File: config.mk
export PLATFORM = sky130hd
export DESIGN_NAME = dust_low_complexity_masker
export DESIGN_NICKNAME = d
export VERILOG_FILES = /design/src/dlcm_pkg.sv /design/src/dlcm_front.sv /design/src/dlcm_div.sv /design/src/dlcm_back.sv /design/src/dust_low_complexity_masker.sv
export SDC_FILE = /design/constraint.sdc
export NUM_CORES = 2
export LEC_CHECK = 0
export BUFFER_PORTS_ARGS = -buffer_cell sky130_fd_sc_hd__buf_2
export CAP_MARGIN = 20
export CORE_ASPECT_RATIO = 2
export CORE_UTILIZATION = 35
export DETAILED_ROUTE_END_ITERATION = 16
export PLACE_DENSITY_LB_ADDON = 0.08
export SLEW_MARGIN = 10
export SYNTH_ARGS = -nofsm -noshare
export SYNTH_HDL_FRONTEND = slang
export SYNTH_SLANG_ARGS = --single-unit
export TNS_END_PERCENT = 5
File: constraint.sdc
create_clock -name clock -period 13.4 [get_ports clock]
set_input_delay 0.67 -clock clock [delete_from_list [all_inputs] [get_ports clock]]
set_output_delay 0.67 -clock clock [all_outputs]
set_load 0.03 [all_outputs]
File: src/dlcm_pkg.sv
package dlcm_pkg;

   localparam int CHAR_W  = 8;
   localparam int LEVEL_W = 16;
   localparam int WIN_W   = 7;
   localparam int WL_W    = 2;
   localparam int MASK_W  = 7;
   localparam int CODE_W  = 15;
   localparam int CNT_W   = 7;
   localparam int CNT_MAX = 127;

   localparam logic [1:0] CSR_DUST_LEVEL  = 2'd0;
   localparam logic [1:0] CSR_WINDOW_SIZE = 2'd1;
   localparam logic [1:0] CSR_WORD_LENGTH = 2'd2;
   localparam logic [1:0] CSR_MASK_CHAR   = 2'd3;

   localparam logic [LEVEL_W-1:0] RESET_LEVEL = 16'd20;
   localparam logic [WIN_W-1:0]   RESET_WIN   = 7'd64;
   localparam logic [WL_W-1:0]    RESET_WL    = 2'd3;
   localparam logic [MASK_W-1:0]  RESET_MASK  = 7'd78;

   typedef struct packed {
      logic [CHAR_W-1:0] ch;
      logic              last;
   } item_type;

   typedef enum logic [3:0] {
      ST_IDLE, ST_TAKE, ST_SUFFIX, ST_CHAR, ST_SEARCH, ST_UPDATE,
      ST_DIV, ST_NEXTCH, ST_MASK_CARRY, ST_MASK_BEST, ST_EMIT, ST_SHIFT
   } state_type;

   function automatic logic is_letter(input logic [CHAR_W-1:0] c);
      return (c >= 8'd65 && c <= 8'd90) || (c >= 8'd97 && c <= 8'd122);
   endfunction

   function automatic logic is_base(input logic [CHAR_W-1:0] c);
      unique case (c)
         8'd65, 8'd67, 8'd71, 8'd84, 8'd85,
         8'd97, 8'd99, 8'd103, 8'd116, 8'd117: return 1'b1;
         default: return 1'b0;
      endcase
   endfunction

endpackage

File: src/dlcm_front.sv
module dlcm_front
   import dlcm_pkg::*;
(
   input  logic              clock,
   input  logic              reset,
   input  logic              req_valid,
   output logic              req_stall,
   input  logic [CHAR_W-1:0] req_in_char,
   input  logic              req_in_last,
   output logic              q_valid,
   output item_type          q_item,
   input  logic              q_pop
);
   // two-entry queue between channel and engine
   item_type   slot_ff [2];
   item_type   slot_in [2];
   logic [1:0] cnt_ff, cnt_in;
   logic       push;

   assign req_stall = (cnt_ff == 2'd2);
   assign push      = req_valid && !req_stall;
   assign q_valid   = (cnt_ff != 2'd0);
   assign q_item    = slot_ff[0];

   always_comb begin
      item_type nw;
      nw.ch   = req_in_char;
      nw.last = req_in_last;
      slot_in = slot_ff;
      cnt_in  = cnt_ff;
      if (q_pop && q_valid) begin
         slot_in[0] = slot_ff[1];
         cnt_in     = cnt_ff - 2'd1;
      end
      if (push) begin
         slot_in[cnt_in[0]] = nw;
         cnt_in = cnt_in + 2'd1;
      end
   end

   always_ff @(posedge clock) begin
      slot_ff <= slot_in;
      if (reset) cnt_ff <= '0;
      else       cnt_ff <= cnt_in;
   end
endmodule

File: src/dlcm_div.sv
module dlcm_div #(
   parameter int NUM_W = 20,
   parameter int DEN_W = 8
) (
   input  logic             clock,
   input  logic             reset,
   input  logic             start,
   input  logic [NUM_W-1:0] num,
   input  logic [DEN_W-1:0] den,
   output logic             done,
   output logic [NUM_W-1:0] quo
);
   // restoring divider, one quotient bit per cycle
   localparam int CW = $clog2(NUM_W + 1);
   logic [NUM_W-1:0] q_ff, q_in;
   logic [DEN_W:0]   r_ff, r_in;
   logic [CW-1:0]    n_ff, n_in;
   logic             busy_ff, busy_in;

   always_comb begin
      logic [DEN_W:0] t;
      t       = '0;
      q_in    = q_ff;
      r_in    = r_ff;
      n_in    = n_ff;
      busy_in = busy_ff;
      if (start) begin
         q_in = num; r_in = '0; n_in = CW'(NUM_W); busy_in = 1'b1;
      end else if (busy_ff) begin
         t = {r_ff[DEN_W-1:0], q_ff[NUM_W-1]};
         if (t >= {1'b0, den}) begin
            r_in = t - {1'b0, den};
            q_in = {q_ff[NUM_W-2:0], 1'b1};
         end else begin
            r_in = t;
            q_in = {q_ff[NUM_W-2:0], 1'b0};
         end
         n_in = n_ff - 1'b1;
         if (n_ff == CW'(1)) busy_in = 1'b0;
      end
   end

   assign done = busy_ff && (n_ff == CW'(1));
   assign quo  = q_in;

   always_ff @(posedge clock) begin
      q_ff <= q_in;
      r_ff <= r_in;
      n_ff <= n_in;
      if (reset) busy_ff <= 1'b0;
      else       busy_ff <= busy_in;
   end
endmodule

File: src/dlcm_back.sv
module dlcm_back
   import dlcm_pkg::*;
#(
   parameter int MAX_WINDOW = 64
) (
   input  logic               clock,
   input  logic               reset,
   input  logic               q_valid,
   input  item_type           q_item,
   output logic               q_pop,
   input  logic [LEVEL_W-1:0] dust_level,
   input  logic [WIN_W-1:0]   window_size,
   input  logic [WL_W-1:0]    word_length,
   input  logic [MASK_W-1:0]  mask_char,
   output logic               rsp_valid,
   input  logic               rsp_stall,
   output logic [CHAR_W-1:0]  rsp_out_char,
   output logic               rsp_run_last,
   output logic               rsp_seq_end
);
   localparam int AW  = $clog2(MAX_WINDOW);
   localparam int HW  = AW + 1;
   localparam int SW  = HW + 1;
   localparam int NW  = CNT_W + 2 * HW + 4;
   localparam logic [HW:0] WRAP = (HW+1)'(MAX_WINDOW);

   state_type st_ff, st_in;

   // ring is circular from head_ff; reads are registered, so data comes back in the cycle after the address
   logic [CHAR_W-1:0] ring [MAX_WINDOW];
   logic [CODE_W-1:0] codes [MAX_WINDOW];
   logic [CNT_W-1:0]  cnts [MAX_WINDOW];
   logic [CHAR_W-1:0] ring_rd_ff;
   logic [CODE_W-1:0] code_rd_ff;
   logic [CNT_W-1:0]  cnt_rd_ff;
   logic [AW-1:0]     ring_ra, tab_ra;

   logic [HW-1:0] head_ff, head_in;
   logic [HW-1:0] held_ff, held_in;
   logic          last_ff, last_in;
   logic [HW-1:0] len_ff, len_in;
   logic [HW-1:0] t_ff, t_in;
   logic [HW-1:0] j_ff, j_in;
   logic [HW-1:0] k_ff, k_in;
   logic [HW-1:0] dc_ff, dc_in;
   logic [1:0]    run_ff, run_in;
   logic [CODE_W-1:0] code_ff, code_in;
   logic [NW-1:0] sum_ff, sum_in;
   logic [LEVEL_W-1:0] bs_ff, bs_in;
   logic [HW-1:0] bst_ff, bst_in, ben_ff, ben_in;
   logic signed [SW:0] cf_ff, cf_in, ct_ff, ct_in;
   logic signed [SW:0] mj_ff, mj_in;
   logic [HW-1:0] e_ff, e_in;
   logic [HW-1:0] x_ff, x_in;
   logic [CNT_W-1:0] kc_ff, kc_in;
   logic [CHAR_W-1:0] oc_ff, oc_in;
   logic ov_ff, ov_in, ol_ff, ol_in, oe_ff, oe_in;

   logic              wr_ring, wr_code, wr_cnt;
   logic [AW-1:0]     wr_ring_a, wr_code_a, wr_cnt_a;
   logic [CHAR_W-1:0] wr_ring_d;
   logic [CNT_W-1:0]  wr_cnt_d;

   logic              div_start, div_done;
   logic [NW-1:0]     div_num, div_quo;

   logic [HW-1:0] win, w2;
   logic [WL_W-1:0] wl;
   logic out_free;

   function automatic logic [AW-1:0] phys(input logic [HW-1:0] base,
                                          input logic [HW-1:0] off);
      logic [HW:0] s;
      s = {1'b0, base} + {1'b0, off};
      if (s >= WRAP) s = s - WRAP;
      return AW'(s);
   endfunction

   dlcm_div #(.NUM_W(NW), .DEN_W(HW)) u_div (
      .clock(clock), .reset(reset), .start(div_start), .num(div_num),
      .den(j_ff), .done(div_done), .quo(div_quo)
   );

   always_comb begin
      win = HW'(MAX_WINDOW);
      if ({1'b0, window_size} < 8'd2) win = HW'(2);
      else if (HW'(window_size) < HW'(MAX_WINDOW) && (WIN_W <= HW ||
               window_size < WIN_W'(MAX_WINDOW)))
         win = HW'(window_size);
      w2 = win >> 1;
      wl = (word_length == '0) ? WL_W'(1) : word_length;
   end

   assign out_free = !ov_ff || !rsp_stall;
   assign rsp_valid = ov_ff;
   assign rsp_out_char = oc_ff;
   assign rsp_run_last = ol_ff;
   assign rsp_seq_end = oe_ff;

   always_comb begin
      logic [CODE_W-1:0] cc;
      logic [7:0] lc;
      logic [NW-1:0] ns;
      logic signed [SW:0] lim;
      st_in = st_ff; held_in = held_ff; last_in = last_ff; len_in = len_ff;
      t_in = t_ff; j_in = j_ff; k_in = k_ff; dc_in = dc_ff; run_in = run_ff;
      code_in = code_ff; sum_in = sum_ff; bs_in = bs_ff; bst_in = bst_ff;
      ben_in = ben_ff; cf_in = cf_ff; ct_in = ct_ff; mj_in = mj_ff;
      e_in = e_ff; x_in = x_ff; kc_in = kc_ff; head_in = head_ff;
      oc_in = oc_ff; ov_in = ov_ff && rsp_stall; ol_in = ol_ff; oe_in = oe_ff;
      q_pop = 1'b0; wr_ring = 1'b0; wr_ring_a = '0; wr_ring_d = '0;
      wr_code = 1'b0; wr_code_a = '0; wr_cnt = 1'b0; wr_cnt_a = '0;
      wr_cnt_d = '0;
      div_start = 1'b0; div_num = '0;
      cc = '0; lc = '0; ns = '0; lim = '0;
      unique case (st_ff)
         ST_IDLE: if (q_valid) st_in = ST_TAKE;
         ST_TAKE: begin
            q_pop = 1'b1;
            last_in = q_item.last;
            if (held_ff < HW'(MAX_WINDOW)) begin
               wr_ring = 1'b1; wr_ring_a = phys(head_ff, held_ff);
               wr_ring_d = q_item.ch;
               held_in = held_ff + 1'b1;
            end
            st_in = ST_SUFFIX;
            t_in = '0;
            bs_in = '0; bst_in = '0; ben_in = '0;
            len_in = '0;
            // decide whether a step runs; held_in considered
            if (q_item.last ? (held_in != '0) : (held_in >= win)) begin
               len_in = (held_in < win) ? held_in : win;
               if ((len_in + 1'b1) < HW'(wl)) ben_in = (len_in != '0) ? len_in - 1'b1 : '0;
            end else begin
               st_in = ST_IDLE;
               if (q_item.last) begin cf_in = '0; ct_in = '1; end
            end
         end
         ST_SUFFIX: begin
            if ((t_ff + HW'(wl)) < (len_ff + 1'b1)) begin
               j_in = '0; run_in = '0; code_in = '0; sum_in = '0; dc_in = '0;
               st_in = ST_CHAR;
            end else begin
               mj_in = cf_ff;
               st_in = ST_MASK_CARRY;
            end
         end
         ST_CHAR: begin
            if (j_ff >= len_ff - t_ff) begin
               t_in = t_ff + 1'b1;
               st_in = ST_SUFFIX;
            end else begin
               cc = (code_ff << 5);
               if (!is_letter(ring_rd_ff)) begin
                  code_in = cc; run_in = '0; st_in = ST_NEXTCH;
               end else begin
                  lc = (ring_rd_ff >= 8'd97) ? ring_rd_ff - 8'd97 : ring_rd_ff - 8'd65;
                  code_in = cc | CODE_W'(lc[4:0]);
                  run_in = (run_ff == 2'd3) ? 2'd3 : run_ff + 1'b1;
                  if (((run_ff == 2'd3) ? 2'd3 : run_ff + 1'b1) < wl)
                     st_in = ST_NEXTCH;
                  else begin k_in = '0; st_in = ST_SEARCH; end
               end
            end
         end
         ST_SEARCH: begin
            // one table entry per cycle
            if (k_ff == dc_ff) begin
               if (dc_ff >= HW'(MAX_WINDOW)) st_in = ST_NEXTCH;
               else begin
                  wr_code = 1'b1; wr_code_a = AW'(k_ff);
                  dc_in = dc_ff + 1'b1;
                  kc_in = '0;
                  st_in = ST_UPDATE;
               end
            end else if (code_rd_ff == code_ff) begin
               kc_in = cnt_rd_ff;
               st_in = ST_UPDATE;
            end else k_in = k_ff + 1'b1;
         end
         ST_UPDATE: begin
            wr_cnt = 1'b1; wr_cnt_a = AW'(k_ff);
            wr_cnt_d = (kc_ff < CNT_W'(CNT_MAX)) ? kc_ff + 1'b1 : kc_ff;
            if (kc_ff != '0 && j_ff != '0) begin
               ns = sum_ff + NW'(kc_ff);
               sum_in = ns;
               div_start = 1'b1;
               div_num = NW'((ns << 3) + (ns << 1));
               st_in = ST_DIV;
            end else st_in = ST_NEXTCH;
         end
         ST_DIV: if (div_done) begin
            if (NW'(bs_ff) < div_quo) begin
               bs_in = LEVEL_W'(div_quo);
               bst_in = t_ff; ben_in = t_ff + j_ff;
            end
            st_in = ST_NEXTCH;
         end
         ST_NEXTCH: begin j_in = j_ff + 1'b1; st_in = ST_CHAR; end
         ST_MASK_CARRY: begin
            if (mj_ff <= ct_ff) begin
               if (mj_ff >= 0 && mj_ff < $signed({2'b0, held_ff}) &&
                   is_base(ring_rd_ff)) begin
                  wr_ring = 1'b1; wr_ring_a = phys(head_ff, HW'(mj_ff));
                  wr_ring_d = {1'b0, mask_char};
               end
               mj_in = mj_ff + 1'b1;
            end else if ({{(NW-LEVEL_W){1'b0}}, bs_ff} > NW'(dust_level)) begin
               mj_in = $signed({2'b0, bst_ff});
               st_in = ST_MASK_BEST;
            end else begin
               cf_in = '0; ct_in = '1;
               e_in = (held_ff < w2) ? held_ff : w2; x_in = '0;
               st_in = ST_EMIT;
            end
         end
         ST_MASK_BEST: begin
            lim = $signed({2'b0, w2});
            if (mj_ff <= $signed({2'b0, ben_ff}) && mj_ff < lim) begin
               if (mj_ff < $signed({2'b0, held_ff}) && is_base(ring_rd_ff)) begin
                  wr_ring = 1'b1; wr_ring_a = phys(head_ff, HW'(mj_ff));
                  wr_ring_d = {1'b0, mask_char};
               end
               mj_in = mj_ff + 1'b1;
            end else begin
               cf_in = mj_ff - lim;
               ct_in = $signed({2'b0, ben_ff}) - lim;
               e_in = (held_ff < w2) ? held_ff : w2; x_in = '0;
               st_in = ST_EMIT;
            end
         end
         ST_EMIT: begin
            if (x_ff == e_ff) st_in = ST_SHIFT;
            else if (out_free) begin
               ov_in = 1'b1; oc_in = ring_rd_ff;
               ol_in = 1'b0; oe_in = 1'b0;
               // last char of the whole response burst
               if (x_ff + 1'b1 == e_ff && (held_ff == e_ff ? last_ff :
                   (!last_ff && held_ff - e_ff < win))) begin
                  ol_in = 1'b1; oe_in = last_ff;
               end
               x_in = x_ff + 1'b1;
            end
         end
         ST_SHIFT: begin
            head_in = HW'(phys(head_ff, e_ff));
            held_in = held_ff - e_ff;
            t_in = '0; bs_in = '0; bst_in = '0; ben_in = '0;
            if (last_ff ? (held_in != '0) : (held_in >= win)) begin
               len_in = (held_in < win) ? held_in : win;
               if ((len_in + 1'b1) < HW'(wl)) ben_in = (len_in != '0) ? len_in - 1'b1 : '0;
               st_in = ST_SUFFIX;
            end else begin
               if (last_ff) begin cf_in = '0; ct_in = '1; end
               st_in = ST_IDLE;
            end
         end
         default: st_in = ST_IDLE;
      endcase
   end

   // read addresses follow the next state so data is ready when it is used
   always_comb begin
      logic [HW-1:0] roff;
      roff = x_in;
      if (st_in == ST_CHAR) roff = t_in + j_in;
      else if (st_in == ST_MASK_CARRY || st_in == ST_MASK_BEST) roff = HW'(mj_in);
      ring_ra = phys(head_ff, roff);
      tab_ra  = AW'(k_in);
   end

   always_ff @(posedge clock) begin
      if (wr_ring) ring[wr_ring_a] <= wr_ring_d;
      ring_rd_ff <= ring[ring_ra];
   end

   always_ff @(posedge clock) begin
      if (wr_code) codes[wr_code_a] <= code_ff;
      code_rd_ff <= codes[tab_ra];
   end

   always_ff @(posedge clock) begin
      if (wr_cnt) cnts[wr_cnt_a] <= wr_cnt_d;
      cnt_rd_ff <= cnts[tab_ra];
   end

   always_ff @(posedge clock) begin
      len_ff <= len_in; t_ff <= t_in; j_ff <= j_in; k_ff <= k_in;
      dc_ff <= dc_in; run_ff <= run_in; code_ff <= code_in; sum_ff <= sum_in;
      bs_ff <= bs_in; bst_ff <= bst_in; ben_ff <= ben_in; mj_ff <= mj_in;
      e_ff <= e_in; x_ff <= x_in; kc_ff <= kc_in;
      oc_ff <= oc_in; ol_ff <= ol_in; oe_ff <= oe_in; last_ff <= last_in;
      if (reset) begin
         st_ff <= ST_IDLE; held_ff <= '0; head_ff <= '0; cf_ff <= '0; ct_ff <= '1;
         ov_ff <= 1'b0;
      end else begin
         st_ff <= st_in; held_ff <= held_in; head_ff <= head_in; cf_ff <= cf_in;
         ct_ff <= ct_in; ov_ff <= ov_in;
      end
   end
endmodule

File: src/dust_low_complexity_masker.sv
// dust low-complexity masker
// req channel: one ascii character per transfer (req_in_char) with
// req_in_last on the final character of a sequence. rsp channel: the
// characters again, in order, with low-complexity nucleotide runs replaced
// by the mask letter; rsp_run_last marks the last character released by
// one input, rsp_seq_end the end of the sequence.
// csr port: write-only, index 0 level, 1 window, 2 word length, 3 mask.
// a two-entry queue takes characters while the scoring engine works.
// a window step scans every suffix character by character, one cycle
// per word-table entry searched, with a division for each score, then
// masks and releases its half.
// during release, results leave one per cycle unless rsp is stalled.
// reset empties the queue and the engine and restores register defaults.
// a stalled rsp holds its character; the engine waits, the queue fills and
// then req_stall rises.
module dust_low_complexity_masker
   import dlcm_pkg::*;
#(
   parameter int MAX_WINDOW = 64
) (
   input  logic              clock,
   input  logic              reset,
   input  logic              req_valid,
   output logic              req_stall,
   input  logic [CHAR_W-1:0] req_in_char,
   input  logic              req_in_last,
   output logic              rsp_valid,
   input  logic              rsp_stall,
   output logic [CHAR_W-1:0] rsp_out_char,
   output logic              rsp_run_last,
   output logic              rsp_seq_end,
   input  logic              csr_we,
   input  logic [1:0]        csr_index,
   input  logic [LEVEL_W-1:0] csr_wdata
);
   logic [LEVEL_W-1:0] level_ff;
   logic [WIN_W-1:0]   win_ff;
   logic [WL_W-1:0]    wl_ff;
   logic [MASK_W-1:0]  mask_ff;
   logic               q_valid, q_pop;
   item_type           q_item;

   always_ff @(posedge clock) begin
      if (reset) begin
         level_ff <= RESET_LEVEL; win_ff <= RESET_WIN;
         wl_ff <= RESET_WL; mask_ff <= RESET_MASK;
      end else if (csr_we) begin
         unique case (csr_index)
            CSR_DUST_LEVEL:  level_ff <= csr_wdata;
            CSR_WINDOW_SIZE: win_ff <= csr_wdata[WIN_W-1:0];
            CSR_WORD_LENGTH: wl_ff <= csr_wdata[WL_W-1:0];
            CSR_MASK_CHAR:
               if (is_letter({1'b0, csr_wdata[MASK_W-1:0]}))
                  mask_ff <= csr_wdata[MASK_W-1:0];
            default: ;
         endcase
      end
   end

   dlcm_front u_front (
      .clock(clock), .reset(reset), .req_valid(req_valid),
      .req_stall(req_stall), .req_in_char(req_in_char),
      .req_in_last(req_in_last), .q_valid(q_valid), .q_item(q_item),
      .q_pop(q_pop)
   );

   dlcm_back #(.MAX_WINDOW(MAX_WINDOW)) u_back (
      .clock(clock), .reset(reset), .q_valid(q_valid), .q_item(q_item),
      .q_pop(q_pop), .dust_level(level_ff), .window_size(win_ff),
      .word_length(wl_ff), .mask_char(mask_ff), .rsp_valid(rsp_valid),
      .rsp_stall(rsp_stall), .rsp_out_char(rsp_out_char),
      .rsp_run_last(rsp_run_last), .rsp_seq_end(rsp_seq_end)
   );

   a_end_implies_last: assert property (@(posedge clock) disable iff (reset)
      rsp_valid && rsp_seq_end |-> rsp_run_last) else $error("seq_end without run_last");
   a_pop_needs_data: assert property (@(posedge clock) disable iff (reset)
      q_pop |-> q_valid) else $error("queue popped while empty");
   a_mask_letter: assert property (@(posedge clock) disable iff (reset)
      is_letter({1'b0, mask_ff})) else $error("mask register not a letter");
endmodule

==> run_results.csv <==
group,metric,value,unit
place,port_buffers,43,
global_route,grt_overflow_total,0,
worst_setup_path,crit_slowest_cell,"fa_4",
final_layout,core_util_final,0.398,
floorplanning,chipWidth,369,um
clocking,cts_buffers,215,
power,power_density,179,nW/um^2
global_route,grt_antenna_before_repair,5,
drt,vias_per_cell,5.38,
floorplanning,floorplan.initialDensity,0.352,
yosys,netlist_instances,6228,
drt,drt-pass1-iter-count,5,
yosys,synth_enable_flop_cells,2046,
worst_setup_path,worstPathArrival,9050,ps
clocking,cts.sink_count,2222,
worst_setup_path,crit-reg2reg-launch,"wl_ff[1]$_SDFFE_PP1P_",
power,worst_ir_drop_vdd,0.138,mV
yosys,postSynth.topFlopCell,"edfxtp_1",
floorplanning,die_area,272000,um^2
hold_path,hold_depth,3,
yosys,synth.avg_cell_area,15.1,um^2
yosys,yosys.cell_types.count,93,
final_layout,drive_above_1_share,0.156,
yosys,synth.yosys.warnings,0,
timing,finalMaxSlewViolations,0,
yosys,syn-cell-area,94300,um^2
timing,final-hold-violation-count,0,
hold_path,hold_class,"in2reg",
yosys,synth.top_cell.area_share,0.652,
floorplanning,pin_count,44,
floorplanning,core_region_area,268000,um^2
drt,antenna_left,0,
clocking,cts_tree,"built",
drt,post_drt_wl_per_cell,29.8,um
yosys,number_of_flip_flops_and_latches_in_the_synthesized_netlist,2222,
timing,relSlewSlack,0.204,
final_layout,nets,6699,
worst_setup_path,kind_of_cell_adding_the_most_delay_to_the_critical_path,"adder cells",
worst_setup_path,critical_path.max_stage_delay,1090,ps
place,post-dp-hpwl,205000,um
global_route,grt_max_degree,111,
worst_setup_path,critical_path_data_required_time,14190,ps
drt,routed_wl,302000,um
clocking,post-cts-setup-buffers,0,
clocking,cts_resized,0,
global_route,grt_pass1_wl,427000,um
yosys,synthDominantAreaCellType,"edfxtp_1",
clocking,clk_root_buffer_cell,"clkbuf_16",
worst_setup_path,timing.rr.end,"u_back.ring_rd_ff[0]$_DFF_P_",
hold_path,hold_path_end,"level_ff[8]$_SDFFE_PP0P_",
drt,drt_iter0_drc,3410,
global_route,first_global_vias,56558,
timing,rsz0062_at_grt,"no",
timing,report.final.setup_viol,0,
timing,fin_tns_setup,0,ps
yosys,synth-async-reset-ratio,0,
timing,worst_pin_slew,1190,ps
clocking,htreeDepth,4,
yosys,synth_most_common_cell,"edfxtp_1",
timing,finalCritPeriodShare,0.617,
clocking,clkTransAtPathRegs,60,ps
run_status,run_status,"finished clean",
drt,dr_vias,54591,
global_route,groute.usage.overall,0.221,
floorplanning,floorplan.rows,269,
worst_setup_path,setup.reg_to_reg.worst_slack,5140,ps
drt,drcViolationCount,0,
yosys,synth_seq_area_share,0.689,
power,leakage,35.1,nW
timing,clock.fmax,121,MHz
worst_setup_path,setup.worst_path.start_class,"flop",
worst_setup_path,critical_path_buf_inv_count,3,
yosys,postSynthNetCount,6482,
hold_path,hold_path_startpoint,"csr_wdata[8]",
yosys,synth.cells.most_frequent,"edfxtp_1 (2046), nand2_1 (824), nor2_1 (401)",
clocking,cts.hold.buffers_added,10,
timing,finalClockSkew,69.9,ps
worst_setup_path,path_class,"reg2reg",
final_layout,flow.area_growth_from_synthesis,13.2,%
worst_setup_path,worstRegToRegCells,26,
flow_run,max-cap-violations,0,
worst_setup_path,worstPathMaxFanout,67,
clocking,insertion_delay,910,ps
clocking,clock_tree.buffer_depth,4,
final_layout,fill_cells,24958,
yosys,cells_taking_the_most_area_after_synthesis,"edfxtp_1 (65%), mux4_2 (9.0%), dfxtp_1 (3.7%)",
timing,timing.final.crit_period,8260,ps
place,final_gp_congestion,0.866,
floorplanning,fp.dieH,736,um
worst_setup_path,timing.critical_path.to_type,"flop",
[cell type report]
class                           count  area (um^2)  area share
Sequential cell                  2222        65000       0.609
Timing Repair Buffer              299         2330      0.0219
Multi-Input combinational cell   3544        27700       0.260
Clock buffer                      281         5660      0.0530
Antenna cell                        4         10.0   0.0000938
Inverter                          163          629     0.00590
Clock inverter                    103          996     0.00933
Tap cell                         3523         4410      0.0413
[per-layer routing]
layer / share of wire / vias up / global-route usage
li1: - / 24386 / -
met1: 0.33 / 28379 / 0.219
met2: 0.57 / 1239 / 0.433
met3: 0.030 / 585 / 0.0231
met4: 0.070 / 2 / 0.137
met5: 0.000060 / - / 0
[through the flow]
step                setup slack [ps]  power (mW)  hold WS, ps  instance area, um^2  std cells
finish                          5140        19.1         93.1               107000      10139
global route                    4700        19.9         57.6               107000      10139
CTS                             5100        19.4         23.0               107000      10124
detailed placement              5070        13.3          446                99800       9730
global placement                5030        13.3          437                99500       9700
floorplan                       7120        11.4          401                94300       6228
[where the power goes]
group	switching (mW)	internal, mW
clock network	2.70	3.30
registers	0.228	8.00
logic	3.15	1.70
[tightest hold or removal path, stage by stage]
cell and delay, ps:
buf_2 100, nand2_1 90, a21oi_1 70
[flip-flops by register name (all words and copies together), names as in the netlist, 8 cells and up, named ones only]
| register | count |
|---|---|
| u_back.codes | 960 |
| u_back.ring | 512 |
| u_back.cnts | 448 |
| u_back.u_div.q_ff | 25 |
| u_back.sum_ff | 24 |
| level_ff | 16 |
| u_back.bs_ff | 16 |
| u_back.code_ff | 15 |
| u_back.code_rd_ff | 15 |
| u_back.cf_ff | 9 |
| u_front.q_item | 9 |
| u_back.ct_ff | 8 |
| u_back.mj_ff | 8 |
| u_back.ring_rd_ff | 8 |
| u_back.rsp_out_char | 8 |
[how the worst max path moves through the flow]
stage	start	to	slack (ps)	depth (start not counted)
3_3_place_gp	wl_ff[1]$_SDFFE_PP1P_	u_back.ring_rd_ff[0]$_DFF_P_	5030	25
2_1_floorplan	wl_ff[1]$_SDFFE_PP1P_	u_back.ring_rd_ff[0]$_DFF_P_	7120	26
4_1_cts	wl_ff[1]$_SDFFE_PP1P_	u_back.ring_rd_ff[0]$_DFF_P_	5100	26
3_5_place_dp	wl_ff[1]$_SDFFE_PP1P_	u_back.ring_rd_ff[0]$_DFF_P_	5070	26
5_1_grt	wl_ff[1]$_SDFFE_PP1P_	u_back.ring_rd_ff[0]$_DFF_P_	4700	26
6_report	wl_ff[1]$_SDFFE_PP1P_	u_back.ring_rd_ff[0]$_DFF_P_	5140	26
[cells in the final DEF, fill, tap and decap left out, drive strengths merged, types with 13 or more instances in the layout]
cell type / instances
edfxtp: 2046
nand2: 824
nand3: 279
a21oi: 198
and3: 71
nor3: 49
nor2b: 33
and2: 51
clkinv: 74
bufinv: 17
xnor2: 115
fa: 14
o21bai: 13
nor2: 402
buf: 289
a311oi: 46
mux2i: 91
nor4: 35
nand4: 136
dfxtp: 176
a211oi: 19
a31oi: 62
or3: 14
o21a: 16
a22o: 33
clkbuf: 281
ha: 208
xor2: 60
a21o: 42
mux4: 375
a221oi: 25
o21ai: 136
inv: 168
a22oi: 31
nand2b: 30
[cell families (layout without fill, tap and decap cells)]
logic type	count (synthesis)	in the layout	synth area share
other cells	1	5	0.0000398
simple gates	1972	1972	0.0949
mux	470	470	0.0998
buf+inv	462	846	0.0199
compound gates	704	704	0.0492
flops	2222	2222	0.689
xor+xnor	175	175	0.0165
fa+ha+maj	222	222	0.0306
(Power assumes the default switching activity.)
